### config.mk
export PLATFORM = sky130hd
export DESIGN_NAME = jet_lepton_overlap_clean_unit
export DESIGN_NICKNAME = d
export VERILOG_FILES = /design/src/rtl/core/jloc_pkg.sv /design/src/rtl/core/jet_lepton_overlap_clean_unit.sv
export SDC_FILE = /design/constraint.sdc
export NUM_CORES = 2
export LEC_CHECK = 0
export BUFFER_PORTS_ARGS = -buffer_cell sky130_fd_sc_hd__clkbuf_2
export CORE_ASPECT_RATIO = 1.5
export CORE_MARGIN = 2
export CORE_UTILIZATION = 30
export DETAILED_ROUTE_END_ITERATION = 10
export PLACE_DENSITY_LB_ADDON = 0.15
export SLEW_MARGIN = 20
export SYNTH_ARGS = -nofsm -noshare
export SYNTH_HDL_FRONTEND = slang
export SYNTH_SLANG_ARGS = --single-unit
### constraint.sdc
create_clock -name clk -period 13.4 [get_ports clk]
set_input_delay 2.68 -clock clk [delete_from_list [all_inputs] [get_ports clk]]
set_output_delay 2.68 -clock clk [all_outputs]
set_load 0.03 [all_outputs]
### src/rtl/core/jloc_pkg.sv
`timescale 1ns / 1ps

package jloc_pkg;

  // Lepton store depth and the widths that follow from it
  localparam int MaxLeptons = 16;
  localparam int LepIdxW    = (MaxLeptons > 1) ? $clog2(MaxLeptons) : 1;
  localparam int LepCntW    = $clog2(MaxLeptons + 1);

  // Field widths
  localparam int PtW    = 16;
  localparam int EtaW   = 13;
  localparam int PhiW   = 12;
  localparam int AbsEtaW = 12;
  localparam int DrSqW  = 24;
  localparam int CutW   = 4;

  // Distance arithmetic widths
  localparam int DEtaAbsW = EtaW;            // |deta| <= 8191
  localparam int DPhiAbsW = PhiW;            // |dphi| <= 2048
  localparam int DEtaSqW  = 2 * DEtaAbsW;
  localparam int DPhiSqW  = 2 * DPhiAbsW;
  localparam int DistSqW  = DEtaSqW + 1;

  // APB register map
  localparam int AddrW = 5;
  localparam int DataW = 32;

  // Register reset values
  localparam logic [AbsEtaW-1:0] MinAbsEtaRst = 12'd0;
  localparam logic [AbsEtaW-1:0] MaxAbsEtaRst = 12'd3260;
  localparam logic [PtW-1:0]     MinPtRst     = 16'd80;
  localparam logic [PtW-1:0]     MaxPtRst     = 16'd65535;
  localparam logic [CutW-1:0]    CutEnRst     = 4'hF;
  localparam logic [DrSqW-1:0]   DrSqRst      = 24'd106276;

  // cut_enable bit positions
  localparam int CutMinEta = 0;
  localparam int CutMaxEta = 1;
  localparam int CutMinPt  = 2;
  localparam int CutMaxPt  = 3;

  typedef enum logic [1:0] {
    OP_CLEAR   = 2'd0,
    OP_ADD_MU  = 2'd1,
    OP_ADD_EL  = 2'd2,
    OP_TEST_JET = 2'd3
  } op_t;

  typedef enum logic [2:0] {
    REG_MIN_ABS_ETA = 3'd0,
    REG_MAX_ABS_ETA = 3'd1,
    REG_MIN_PT      = 3'd2,
    REG_MAX_PT      = 3'd3,
    REG_CUT_ENABLE  = 3'd4,
    REG_MU_DR_SQ    = 3'd5,
    REG_EL_DR_SQ    = 3'd6
  } reg_idx_t;

  typedef enum logic [1:0] {
    ST_IDLE,
    ST_SCAN,
    ST_DRAIN,
    ST_FINISH
  } state_t;

  typedef struct packed {
    logic signed [EtaW-1:0] eta;
    logic signed [PhiW-1:0] phi;
  } lep_entry_t;

endpackage

### src/rtl/core/jet_lepton_overlap_clean_unit.sv
`timescale 1ns / 1ps

// Jet acceptance and jet to lepton overlap removal. Muons and electrons
// (eta, phi) of the current event are kept in two 16-entry synchronous RAMs;
// a clear item empties both and drops the overflow flag. A clear or add item
// is taken while idle and makes no result. A test-jet item reads the stored
// entries one per cycle through a shared three-stage distance pipe (RAM read,
// squares, add and compare against the squared threshold), muons first, then
// electrons. The input stalls while a jet is being scanned; a finished result
// sits in the output register while the next item is taken.
// Eta and phi are in units of pi/2048, phi differences wrap modulo 4096, pt in
// units of 0.25 GeV. Leptons past the store depth are dropped and flagged.
module jet_lepton_overlap_clean_unit (
  input  logic                              clk,
  input  logic                              rst_n,

  input  logic                              in_valid,
  output logic                              in_ready,
  input  logic [1:0]                        in_opcode,
  input  logic [jloc_pkg::PtW-1:0]          in_obj_pt,
  input  logic signed [jloc_pkg::EtaW-1:0]  in_obj_eta,
  input  logic signed [jloc_pkg::PhiW-1:0]  in_obj_phi,

  output logic                              out_valid,
  input  logic                              out_ready,
  output logic                              out_jet_pass,
  output logic                              out_jet_in_acceptance,
  output logic                              out_jet_clean,
  output logic                              out_lepton_overflow,

  input  logic                              psel,
  input  logic                              penable,
  input  logic                              pwrite,
  input  logic [jloc_pkg::AddrW-1:0]        paddr,
  input  logic [jloc_pkg::DataW-1:0]        pwdata,
  output logic [jloc_pkg::DataW-1:0]        prdata,
  output logic                              pready
);

  // ---------------------------------------------------------------
  // Configuration registers
  // ---------------------------------------------------------------
  logic [jloc_pkg::AbsEtaW-1:0] min_abs_eta_r;
  logic [jloc_pkg::AbsEtaW-1:0] max_abs_eta_r;
  logic [jloc_pkg::PtW-1:0]     min_pt_r;
  logic [jloc_pkg::PtW-1:0]     max_pt_r;
  logic [jloc_pkg::CutW-1:0]    cut_en_r;
  logic [jloc_pkg::DrSqW-1:0]   mu_thr_r;
  logic [jloc_pkg::DrSqW-1:0]   el_thr_r;

  logic               cfg_wr;
  jloc_pkg::reg_idx_t cfg_idx;

  assign pready  = 1'b1;
  assign cfg_wr  = psel && penable && pwrite;
  assign cfg_idx = jloc_pkg::reg_idx_t'(paddr[jloc_pkg::AddrW-1:2]);

  always_ff @(posedge clk) begin
    if (!rst_n) begin
      min_abs_eta_r <= jloc_pkg::MinAbsEtaRst;
      max_abs_eta_r <= jloc_pkg::MaxAbsEtaRst;
      min_pt_r      <= jloc_pkg::MinPtRst;
      max_pt_r      <= jloc_pkg::MaxPtRst;
      cut_en_r      <= jloc_pkg::CutEnRst;
      mu_thr_r      <= jloc_pkg::DrSqRst;
      el_thr_r      <= jloc_pkg::DrSqRst;
    end else if (cfg_wr) begin
      unique case (cfg_idx)
        jloc_pkg::REG_MIN_ABS_ETA: min_abs_eta_r <= pwdata[jloc_pkg::AbsEtaW-1:0];
        jloc_pkg::REG_MAX_ABS_ETA: max_abs_eta_r <= pwdata[jloc_pkg::AbsEtaW-1:0];
        jloc_pkg::REG_MIN_PT:      min_pt_r      <= pwdata[jloc_pkg::PtW-1:0];
        jloc_pkg::REG_MAX_PT:      max_pt_r      <= pwdata[jloc_pkg::PtW-1:0];
        jloc_pkg::REG_CUT_ENABLE:  cut_en_r      <= pwdata[jloc_pkg::CutW-1:0];
        jloc_pkg::REG_MU_DR_SQ:    mu_thr_r      <= pwdata[jloc_pkg::DrSqW-1:0];
        jloc_pkg::REG_EL_DR_SQ:    el_thr_r      <= pwdata[jloc_pkg::DrSqW-1:0];
        default: ;
      endcase
    end
  end

  // Register readback
  always_comb begin
    prdata = '0;
    unique case (cfg_idx)
      jloc_pkg::REG_MIN_ABS_ETA: prdata = jloc_pkg::DataW'(min_abs_eta_r);
      jloc_pkg::REG_MAX_ABS_ETA: prdata = jloc_pkg::DataW'(max_abs_eta_r);
      jloc_pkg::REG_MIN_PT:      prdata = jloc_pkg::DataW'(min_pt_r);
      jloc_pkg::REG_MAX_PT:      prdata = jloc_pkg::DataW'(max_pt_r);
      jloc_pkg::REG_CUT_ENABLE:  prdata = jloc_pkg::DataW'(cut_en_r);
      jloc_pkg::REG_MU_DR_SQ:    prdata = jloc_pkg::DataW'(mu_thr_r);
      jloc_pkg::REG_EL_DR_SQ:    prdata = jloc_pkg::DataW'(el_thr_r);
      default:                   prdata = '0;
    endcase
  end

  // ---------------------------------------------------------------
  // Control state
  // ---------------------------------------------------------------
  jloc_pkg::state_t state_r, state_nxt;

  logic [jloc_pkg::LepCntW-1:0] mu_cnt_r, mu_cnt_nxt;
  logic [jloc_pkg::LepCntW-1:0] el_cnt_r, el_cnt_nxt;
  logic                         ovf_r, ovf_nxt;
  logic [jloc_pkg::LepCntW-1:0] idx_r, idx_nxt;
  logic                         phase_r, phase_nxt;   // 0 muons, 1 electrons

  logic in_acc;
  logic op_clear, op_add_mu, op_add_el, op_jet;
  logic mu_has_room, el_has_room;
  logic mu_wr, el_wr;
  logic issue_mu, issue_el;
  logic out_free;
  logic finish;

  // Scan pipe valids
  logic v1_r, c1_r;
  logic v2_r, c2_r;

  assign in_ready = (state_r == jloc_pkg::ST_IDLE);
  assign in_acc   = in_valid && in_ready;

  assign op_clear  = in_acc && (jloc_pkg::op_t'(in_opcode) == jloc_pkg::OP_CLEAR);
  assign op_add_mu = in_acc && (jloc_pkg::op_t'(in_opcode) == jloc_pkg::OP_ADD_MU);
  assign op_add_el = in_acc && (jloc_pkg::op_t'(in_opcode) == jloc_pkg::OP_ADD_EL);
  assign op_jet    = in_acc && (jloc_pkg::op_t'(in_opcode) == jloc_pkg::OP_TEST_JET);

  assign mu_has_room = mu_cnt_r < jloc_pkg::LepCntW'(jloc_pkg::MaxLeptons);
  assign el_has_room = el_cnt_r < jloc_pkg::LepCntW'(jloc_pkg::MaxLeptons);
  assign mu_wr       = op_add_mu && mu_has_room;
  assign el_wr       = op_add_el && el_has_room;

  assign out_free = !out_valid || out_ready;
  assign finish   = (state_r == jloc_pkg::ST_FINISH) && out_free;

  // Next state and scan sequencing
  always_comb begin
    state_nxt  = state_r;
    mu_cnt_nxt = mu_cnt_r;
    el_cnt_nxt = el_cnt_r;
    ovf_nxt    = ovf_r;
    idx_nxt    = idx_r;
    phase_nxt  = phase_r;
    issue_mu   = 1'b0;
    issue_el   = 1'b0;

    unique case (state_r)
      jloc_pkg::ST_IDLE: begin
        if (op_clear) begin
          mu_cnt_nxt = '0;
          el_cnt_nxt = '0;
          ovf_nxt    = 1'b0;
        end
        if (op_add_mu) begin
          if (mu_has_room) mu_cnt_nxt = mu_cnt_r + 1'b1;
          else             ovf_nxt    = 1'b1;
        end
        if (op_add_el) begin
          if (el_has_room) el_cnt_nxt = el_cnt_r + 1'b1;
          else             ovf_nxt    = 1'b1;
        end
        if (op_jet) begin
          idx_nxt   = '0;
          phase_nxt = 1'b0;
          state_nxt = jloc_pkg::ST_SCAN;
        end
      end
      jloc_pkg::ST_SCAN: begin
        if (!phase_r) begin
          if (idx_r < mu_cnt_r) begin
            issue_mu = 1'b1;
            idx_nxt  = idx_r + 1'b1;
          end else begin
            phase_nxt = 1'b1;
            idx_nxt   = '0;
          end
        end else begin
          if (idx_r < el_cnt_r) begin
            issue_el = 1'b1;
            idx_nxt  = idx_r + 1'b1;
          end else begin
            state_nxt = jloc_pkg::ST_DRAIN;
          end
        end
      end
      jloc_pkg::ST_DRAIN: begin
        if (!v1_r && !v2_r) state_nxt = jloc_pkg::ST_FINISH;
      end
      jloc_pkg::ST_FINISH: begin
        if (out_free) state_nxt = jloc_pkg::ST_IDLE;
      end
      default: state_nxt = jloc_pkg::ST_IDLE;
    endcase
  end

  always_ff @(posedge clk) begin
    if (!rst_n) begin
      state_r  <= jloc_pkg::ST_IDLE;
      mu_cnt_r <= '0;
      el_cnt_r <= '0;
      ovf_r    <= 1'b0;
      idx_r    <= '0;
      phase_r  <= 1'b0;
    end else begin
      state_r  <= state_nxt;
      mu_cnt_r <= mu_cnt_nxt;
      el_cnt_r <= el_cnt_nxt;
      ovf_r    <= ovf_nxt;
      idx_r    <= idx_nxt;
      phase_r  <= phase_nxt;
    end
  end

  // ---------------------------------------------------------------
  // Lepton stores: one write port (add), one registered read (scan)
  // ---------------------------------------------------------------
  jloc_pkg::lep_entry_t mu_mem [jloc_pkg::MaxLeptons];
  jloc_pkg::lep_entry_t el_mem [jloc_pkg::MaxLeptons];
  jloc_pkg::lep_entry_t mu_rd_r;
  jloc_pkg::lep_entry_t el_rd_r;
  jloc_pkg::lep_entry_t new_entry;

  assign new_entry.eta = in_obj_eta;
  assign new_entry.phi = in_obj_phi;

  always_ff @(posedge clk) begin
    if (mu_wr) mu_mem[mu_cnt_r[jloc_pkg::LepIdxW-1:0]] <= new_entry;
    if (issue_mu) mu_rd_r <= mu_mem[idx_r[jloc_pkg::LepIdxW-1:0]];
  end

  always_ff @(posedge clk) begin
    if (el_wr) el_mem[el_cnt_r[jloc_pkg::LepIdxW-1:0]] <= new_entry;
    if (issue_el) el_rd_r <= el_mem[idx_r[jloc_pkg::LepIdxW-1:0]];
  end

  // ---------------------------------------------------------------
  // Jet capture and acceptance window
  // ---------------------------------------------------------------
  logic signed [jloc_pkg::EtaW-1:0] jet_eta_r;
  logic signed [jloc_pkg::PhiW-1:0] jet_phi_r;
  logic                             acc_r;
  logic [jloc_pkg::EtaW-1:0]        abs_eta;
  logic                             acc_nxt;

  assign abs_eta = in_obj_eta[jloc_pkg::EtaW-1] ? (~in_obj_eta + 1'b1) : in_obj_eta;

  always_comb begin
    acc_nxt = (!cut_en_r[jloc_pkg::CutMinEta] ||
               abs_eta >= jloc_pkg::EtaW'(min_abs_eta_r)) &&
              (!cut_en_r[jloc_pkg::CutMaxEta] ||
               abs_eta <  jloc_pkg::EtaW'(max_abs_eta_r)) &&
              (!cut_en_r[jloc_pkg::CutMinPt] || in_obj_pt >= min_pt_r) &&
              (!cut_en_r[jloc_pkg::CutMaxPt] || in_obj_pt <  max_pt_r);
  end

  always_ff @(posedge clk) begin
    if (op_jet) begin
      jet_eta_r <= in_obj_eta;
      jet_phi_r <= in_obj_phi;
      acc_r     <= acc_nxt;
    end
  end

  // ---------------------------------------------------------------
  // Distance pipe: stage 1 read data, stage 2 squares, stage 3 compare
  // ---------------------------------------------------------------
  jloc_pkg::lep_entry_t               lep;
  logic signed [jloc_pkg::EtaW:0]     deta;
  logic [jloc_pkg::PhiW-1:0]          dphi;
  logic [jloc_pkg::DEtaAbsW-1:0]      deta_abs;
  logic [jloc_pkg::DPhiAbsW-1:0]      dphi_abs;
  logic [jloc_pkg::DEtaSqW-1:0]       deta_sq_r;
  logic [jloc_pkg::DPhiSqW-1:0]       dphi_sq_r;
  logic [jloc_pkg::DistSqW-1:0]       dist_sq;
  logic [jloc_pkg::DistSqW-1:0]       thr;
  logic                               clean_r;

  assign lep  = c1_r ? el_rd_r : mu_rd_r;
  assign deta = {jet_eta_r[jloc_pkg::EtaW-1], jet_eta_r} - {lep.eta[jloc_pkg::EtaW-1], lep.eta};
  // Phi difference wraps modulo a full turn by truncation
  assign dphi = jet_phi_r - lep.phi;
  assign deta_abs = deta[jloc_pkg::EtaW] ? jloc_pkg::DEtaAbsW'(-deta)
                                         : jloc_pkg::DEtaAbsW'(deta);
  assign dphi_abs = dphi[jloc_pkg::PhiW-1] ? (~dphi + 1'b1) : dphi;

  assign dist_sq = jloc_pkg::DistSqW'(deta_sq_r) + jloc_pkg::DistSqW'(dphi_sq_r);
  assign thr     = c2_r ? jloc_pkg::DistSqW'(el_thr_r) : jloc_pkg::DistSqW'(mu_thr_r);

  always_ff @(posedge clk) begin
    deta_sq_r <= deta_abs * deta_abs;
    dphi_sq_r <= dphi_abs * dphi_abs;
    c1_r      <= issue_el;
    c2_r      <= c1_r;
  end

  always_ff @(posedge clk) begin
    if (!rst_n) begin
      v1_r    <= 1'b0;
      v2_r    <= 1'b0;
      clean_r <= 1'b1;
    end else begin
      v1_r <= issue_mu || issue_el;
      v2_r <= v1_r;
      if (op_jet) clean_r <= 1'b1;
      else if (v2_r && (dist_sq < thr)) clean_r <= 1'b0;
    end
  end

  // ---------------------------------------------------------------
  // Output register
  // ---------------------------------------------------------------
  logic out_valid_r;

  assign out_valid = out_valid_r;

  always_ff @(posedge clk) begin
    if (!rst_n) begin
      out_valid_r <= 1'b0;
    end else if (finish) begin
      out_valid_r <= 1'b1;
    end else if (out_ready) begin
      out_valid_r <= 1'b0;
    end
  end

  always_ff @(posedge clk) begin
    if (finish) begin
      out_jet_pass          <= acc_r && clean_r;
      out_jet_in_acceptance <= acc_r;
      out_jet_clean         <= clean_r;
      out_lepton_overflow   <= ovf_r;
    end
  end

  // ---------------------------------------------------------------
  // Assertions
  // ---------------------------------------------------------------
  a_idle_pipe_empty: assert property (@(posedge clk) disable iff (!rst_n)
    in_ready |-> (!v1_r && !v2_r))
    else $error("distance pipe busy while taking items");

  a_cnt_bound: assert property (@(posedge clk) disable iff (!rst_n)
    (mu_cnt_r <= jloc_pkg::LepCntW'(jloc_pkg::MaxLeptons)) &&
    (el_cnt_r <= jloc_pkg::LepCntW'(jloc_pkg::MaxLeptons)))
    else $error("lepton count beyond store depth");

  a_clear_empties: assert property (@(posedge clk) disable iff (!rst_n)
    op_clear |=> (mu_cnt_r == '0 && el_cnt_r == '0 && !ovf_r))
    else $error("clear did not empty the event");

  a_result_from_finish: assert property (@(posedge clk) disable iff (!rst_n)
    $rose(out_valid_r) |-> $past(state_r == jloc_pkg::ST_FINISH))
    else $error("result raised outside finish");

  a_no_write_in_scan: assert property (@(posedge clk) disable iff (!rst_n)
    (issue_mu || issue_el) |-> (!mu_wr && !el_wr))
    else $error("store written during a scan");

endmodule
==> flow_metrics.env <==
export IMPL_placed_cells_incl_taps=5996
export IMPL_core_area_mm2=0.175
export IMPL_cell_class_contributing_the_biggest_share_of_worst_path_delay="compound AO/OA/AOI/OAI gates"
export IMPL_ctsResizeCount=0
export IMPL_finalMaxSlewViolations=0
export IMPL_post_synth_instance_area_mm2=0.0529
export IMPL_worstMarginPinSlew_ns=1.10
export IMPL_timing_critical_path_slowest_stage_cell="sky130_fd_sc_hd__dfxtp_2"
export IMPL_max_freq_ghz=0.104
export IMPL_relSlewSlack=0.266
export IMPL_fin_crit_sh=0.717
export IMPL_die_h_um=518
export IMPL_synth_warn=0
export IMPL_total_of_endpoints_with_negative_setup_slack_in_the_final_report=0
export IMPL_worstHoldStart="mu_thr_r[7]"
export IMPL_crit_start="c1_r"
export IMPL_synthToLayoutAreaGrowth_pct=13.9
export IMPL_number_of_buffers_inserted_for_hold_repair_after_clock_tree_synthesis=0
export IMPL_r2r_cells=29
export IMPL_grt_setup_unrepaired="false"
export IMPL_reg2reg_start="c1_r"
export IMPL_finalSetupTns_ns=0
export IMPL_drtPass1Iterations=5
export IMPL_clock_root_buffer="sky130_fd_sc_hd__clkbuf_16"
export IMPL_regArea_mm2=0.0301
export IMPL_clock_tree_buffer_depth=3
export IMPL_post_synth_cell_area_avg_um2=14.4
export IMPL_cts_repair_timing_setup_buffer_count=0
export IMPL_fin_crit_ns=9.61
export IMPL_cts_tree="yes"
export IMPL_detailroute_via_count=29700
export IMPL_avgViaCountPerCell=4.80
export IMPL_overall_overflow_remaining_after_global_route=0
export IMPL_worst_ep_arrival_time_ns=10.21
export IMPL_post_route_drc_count=0
export IMPL_hold_viol_final=0
export IMPL_place_congestion=0.796
export IMPL_r2r_end="deta_sq_r[25]"
export IMPL_synth_cell_type_count=93
export IMPL_synthDominantAreaCellType="sky130_fd_sc_hd__edfxtp_1"
export IMPL_criticalPathCategory="flip-flop to flip-flop"
export IMPL_power_density_mw_per_mm2=277
export IMPL_whs_endpoint="mu_thr_r[7]"
export IMPL_clock_tree_htree_level_count=3
export IMPL_buffer_ports_inserted=106
export IMPL_worst_ir_drop_vdd_mv=0.517
export IMPL_route_detailed_wl_per_inst_um=23.1
export IMPL_clk_sinks=1061
export IMPL_number_of_global_route_vias_before_repair=31900
export IMPL_grtUsageTotal=0.160
export IMPL_placed_cell_area_mm2=0.0566
export IMPL_reg2reg_slack_ns=3.79
export IMPL_initial_standard_cell_utilization_of_the_core=0.303
export IMPL_startpoint_type="flip-flop"
export IMPL_synth_ff_type="sky130_fd_sc_hd__edfxtp_1"
export IMPL_clkTransAtPathRegs_ns=0.06
export IMPL_dieArea_mm2=0.180
export IMPL_kind_of_end_point_of_the_critical_path="flip-flop"
export IMPL_layout_nets=4355
export IMPL_wire_length_of_the_first_global_routing_pass_um=214000
export IMPL_min_delay_path_class="flip-flop to flip-flop"
export IMPL_area_of_combinational_cells_with_multiple_inputs_mm2=0.0212
export IMPL_design_portCount=126
export IMPL_fillerInstances=17100
export IMPL_critical_path_max_stage_delay_ns=0.77
export IMPL_p_leak_nw=21.5
export IMPL_place_detailed_hpwl_um=95200
export IMPL_crit_fanout=15
export IMPL_worst_skew_pair_late_latency_ns=0.78
export IMPL_worstPathRequired_ns=14.00
export IMPL_tritoncts_num_buffers=105
export IMPL_layout_cells_non_filler=6194
export IMPL_post_synth_inst_count=3669
export IMPL_leading_cell_types_by_total_area_after_synthesis="sky130_fd_sc_hd__edfxtp_1 (50%), sky130_fd_sc_hd__mux4_2 (11%), sky130_fd_sc_hd__dfxtp_1 (6.8%)"
export IMPL_synth_largest_type_area_fraction=0.499
export IMPL_hold_path_depth=2
export IMPL_postLayoutCellArea_mm2=0.0603
export IMPL_final_antenna_net_count=0
export IMPL_synth_seq_area_share=0.568
export IMPL_grt_start_max_net_pins=115
export IMPL_max_cap_violations=0
export IMPL_number_of_flops_mapped_to_enable_cells_by_yosys=880
export IMPL_synth_async_reset_ratio=0
export IMPL_detailedRoute_firstIterationViolations=1812
export IMPL_worst_clock_skew_ns=0.0973
export IMPL_placementRows=188
export IMPL_run_status="completed"
export IMPL_drt_wl_total_um=143000
export IMPL_die_x_um=347
export IMPL_number_of_antenna_violations_at_the_first_check_in_global_routing=8
export IMPL_ys_ff_latch=1061
export IMPL_finalPower_w=0.0167
export IMPL_cp_dominant_cell_by_count="sky130_fd_sc_hd__fa_1"
export IMPL_critical_path_buf_inv_count=4
export IMPL_fraction_of_layout_cells_with_a_size_suffix_above_1=0.182
[layer usage]
layer	global-route usage	vias to the layer above	part of all wire
met5	0	-	0.00019
met4	0.0405	6	0.021
met3	0.0198	153	0.031
met2	0.304	455	0.55
met1	0.188	15300	0.40
li1	-	13800	-
[worst max-delay path by stage]
stage / endpoint / slack [ns] / cells past startpoint
after global routing: dphi_sq_r[23] / 3.19 / 28
after floorplan: deta_sq_r[25] / 4.93 / 34
after detailed placement: deta_sq_r[25] / 3.53 / 29
after CTS: dphi_sq_r[23] / 3.48 / 29
final: deta_sq_r[25] / 3.79 / 29
after global placement: dphi_sq_r[23] / 3.63 / 29
[cell usage in the layout, fill, tap and decap left out, types with 35 or more instances in the layout]
master / instances
sky130_fd_sc_hd__nand2_1: 312
sky130_fd_sc_hd__mux4_2: 257
sky130_fd_sc_hd__inv_1: 346
sky130_fd_sc_hd__xnor2_1: 76
sky130_fd_sc_hd__a21oi_1: 157
sky130_fd_sc_hd__a21o_1: 53
sky130_fd_sc_hd__buf_4: 75
sky130_fd_sc_hd__clkbuf_16: 106
sky130_fd_sc_hd__nand3_1: 35
sky130_fd_sc_hd__dfxtp_1: 176
sky130_fd_sc_hd__edfxtp_1: 880
sky130_fd_sc_hd__ha_1: 267
sky130_fd_sc_hd__nor2_1: 185
sky130_fd_sc_hd__mux2i_1: 64
sky130_fd_sc_hd__o21ai_0: 57
sky130_fd_sc_hd__fa_1: 178
sky130_fd_sc_hd__clkbuf_2: 106
[flip-flops by register name, summed over array words and instances (netlist names), 2 cells and up]
name and cells:
max_abs_eta_r 12, state_r 2, mu_mem 400, el_cnt_r 5, el_mem 400, jet_phi_r 12, jet_eta_r 13, dphi_sq_r 23
min_abs_eta_r 12, deta_sq_r 25, mu_cnt_r 5, min_pt_r 16, el_rd_r 25, idx_r 5, el_thr_r 24, mu_rd_r 25
max_pt_r 16, mu_thr_r 24, cut_en_r 4
[Yosys cell counts (26+ instances only)]
cell / instances
sky130_fd_sc_hd__inv_1: 346
sky130_fd_sc_hd__nand3_1: 35
sky130_fd_sc_hd__nand2b_1: 31
sky130_fd_sc_hd__a21o_1: 53
sky130_fd_sc_hd__clkbuf_1: 101
sky130_fd_sc_hd__ha_1: 267
sky130_fd_sc_hd__a21oi_1: 157
sky130_fd_sc_hd__nor2b_1: 31
sky130_fd_sc_hd__fa_1: 178
sky130_fd_sc_hd__xnor2_1: 76
sky130_fd_sc_hd__mux2i_1: 64
sky130_fd_sc_hd__buf_1: 26
sky130_fd_sc_hd__edfxtp_1: 880
sky130_fd_sc_hd__dfxtp_1: 181
sky130_fd_sc_hd__nor3_1: 39
sky130_fd_sc_hd__mux4_2: 257
sky130_fd_sc_hd__o21ai_0: 57
sky130_fd_sc_hd__xor2_1: 32
sky130_fd_sc_hd__o211ai_1: 29
sky130_fd_sc_hd__nand2_1: 312
sky130_fd_sc_hd__nor2_1: 210
[logic make-up (layout without fill, tap and decap cells)]
group | count (synthesis) | in the layout | share of synthesized area
compound gates | 442 | 442 | 0.0554
xor+xnor | 116 | 116 | 0.0203
fa+ha+maj | 445 | 445 | 0.130
buf+inv | 504 | 732 | 0.0372
flops | 1061 | 1061 | 0.568
mux | 329 | 329 | 0.123
other cells | 2 | 19 | 0.000142
simple gates | 770 | 770 | 0.0658
[layout make-up]
type,count,area share
timing repair buffer,182,0.0185
multi-input combinational,2118,0.352
sequential,1061,0.499
tap,2280,0.0473
inverter,355,0.0221
antenna,3,0.000125
clock inverter,71,0.0159
clock buffer,124,0.0451
[tightest hold or removal path: cells and delay by family, from the launching register on]
kind	cells	cell delay (ns)
simple gates	1	0.05
flops	1	0.31
compound gates	1	0.05
[stage by stage]
step / hold WS, ns / setup slack [ns] / utilization
after floorplan: 0.329 / 4.93 / -
after global placement: 0.442 / 3.63 / 0.323
after detailed placement: 0.448 / 3.53 / 0.323
after CTS: 0.471 / 3.48 / 0.344
after global routing: 0.493 / 3.19 / 0.344
final: 0.467 / 3.79 / 0.344
[power by group]
group          switching (W)  internal (W)
clock network        0.00137       0.00180
registers          0.0000584       0.00384
logic                0.00557       0.00406
total                0.00700       0.00969
Note: power is estimated with default switching activity, not from simulation.
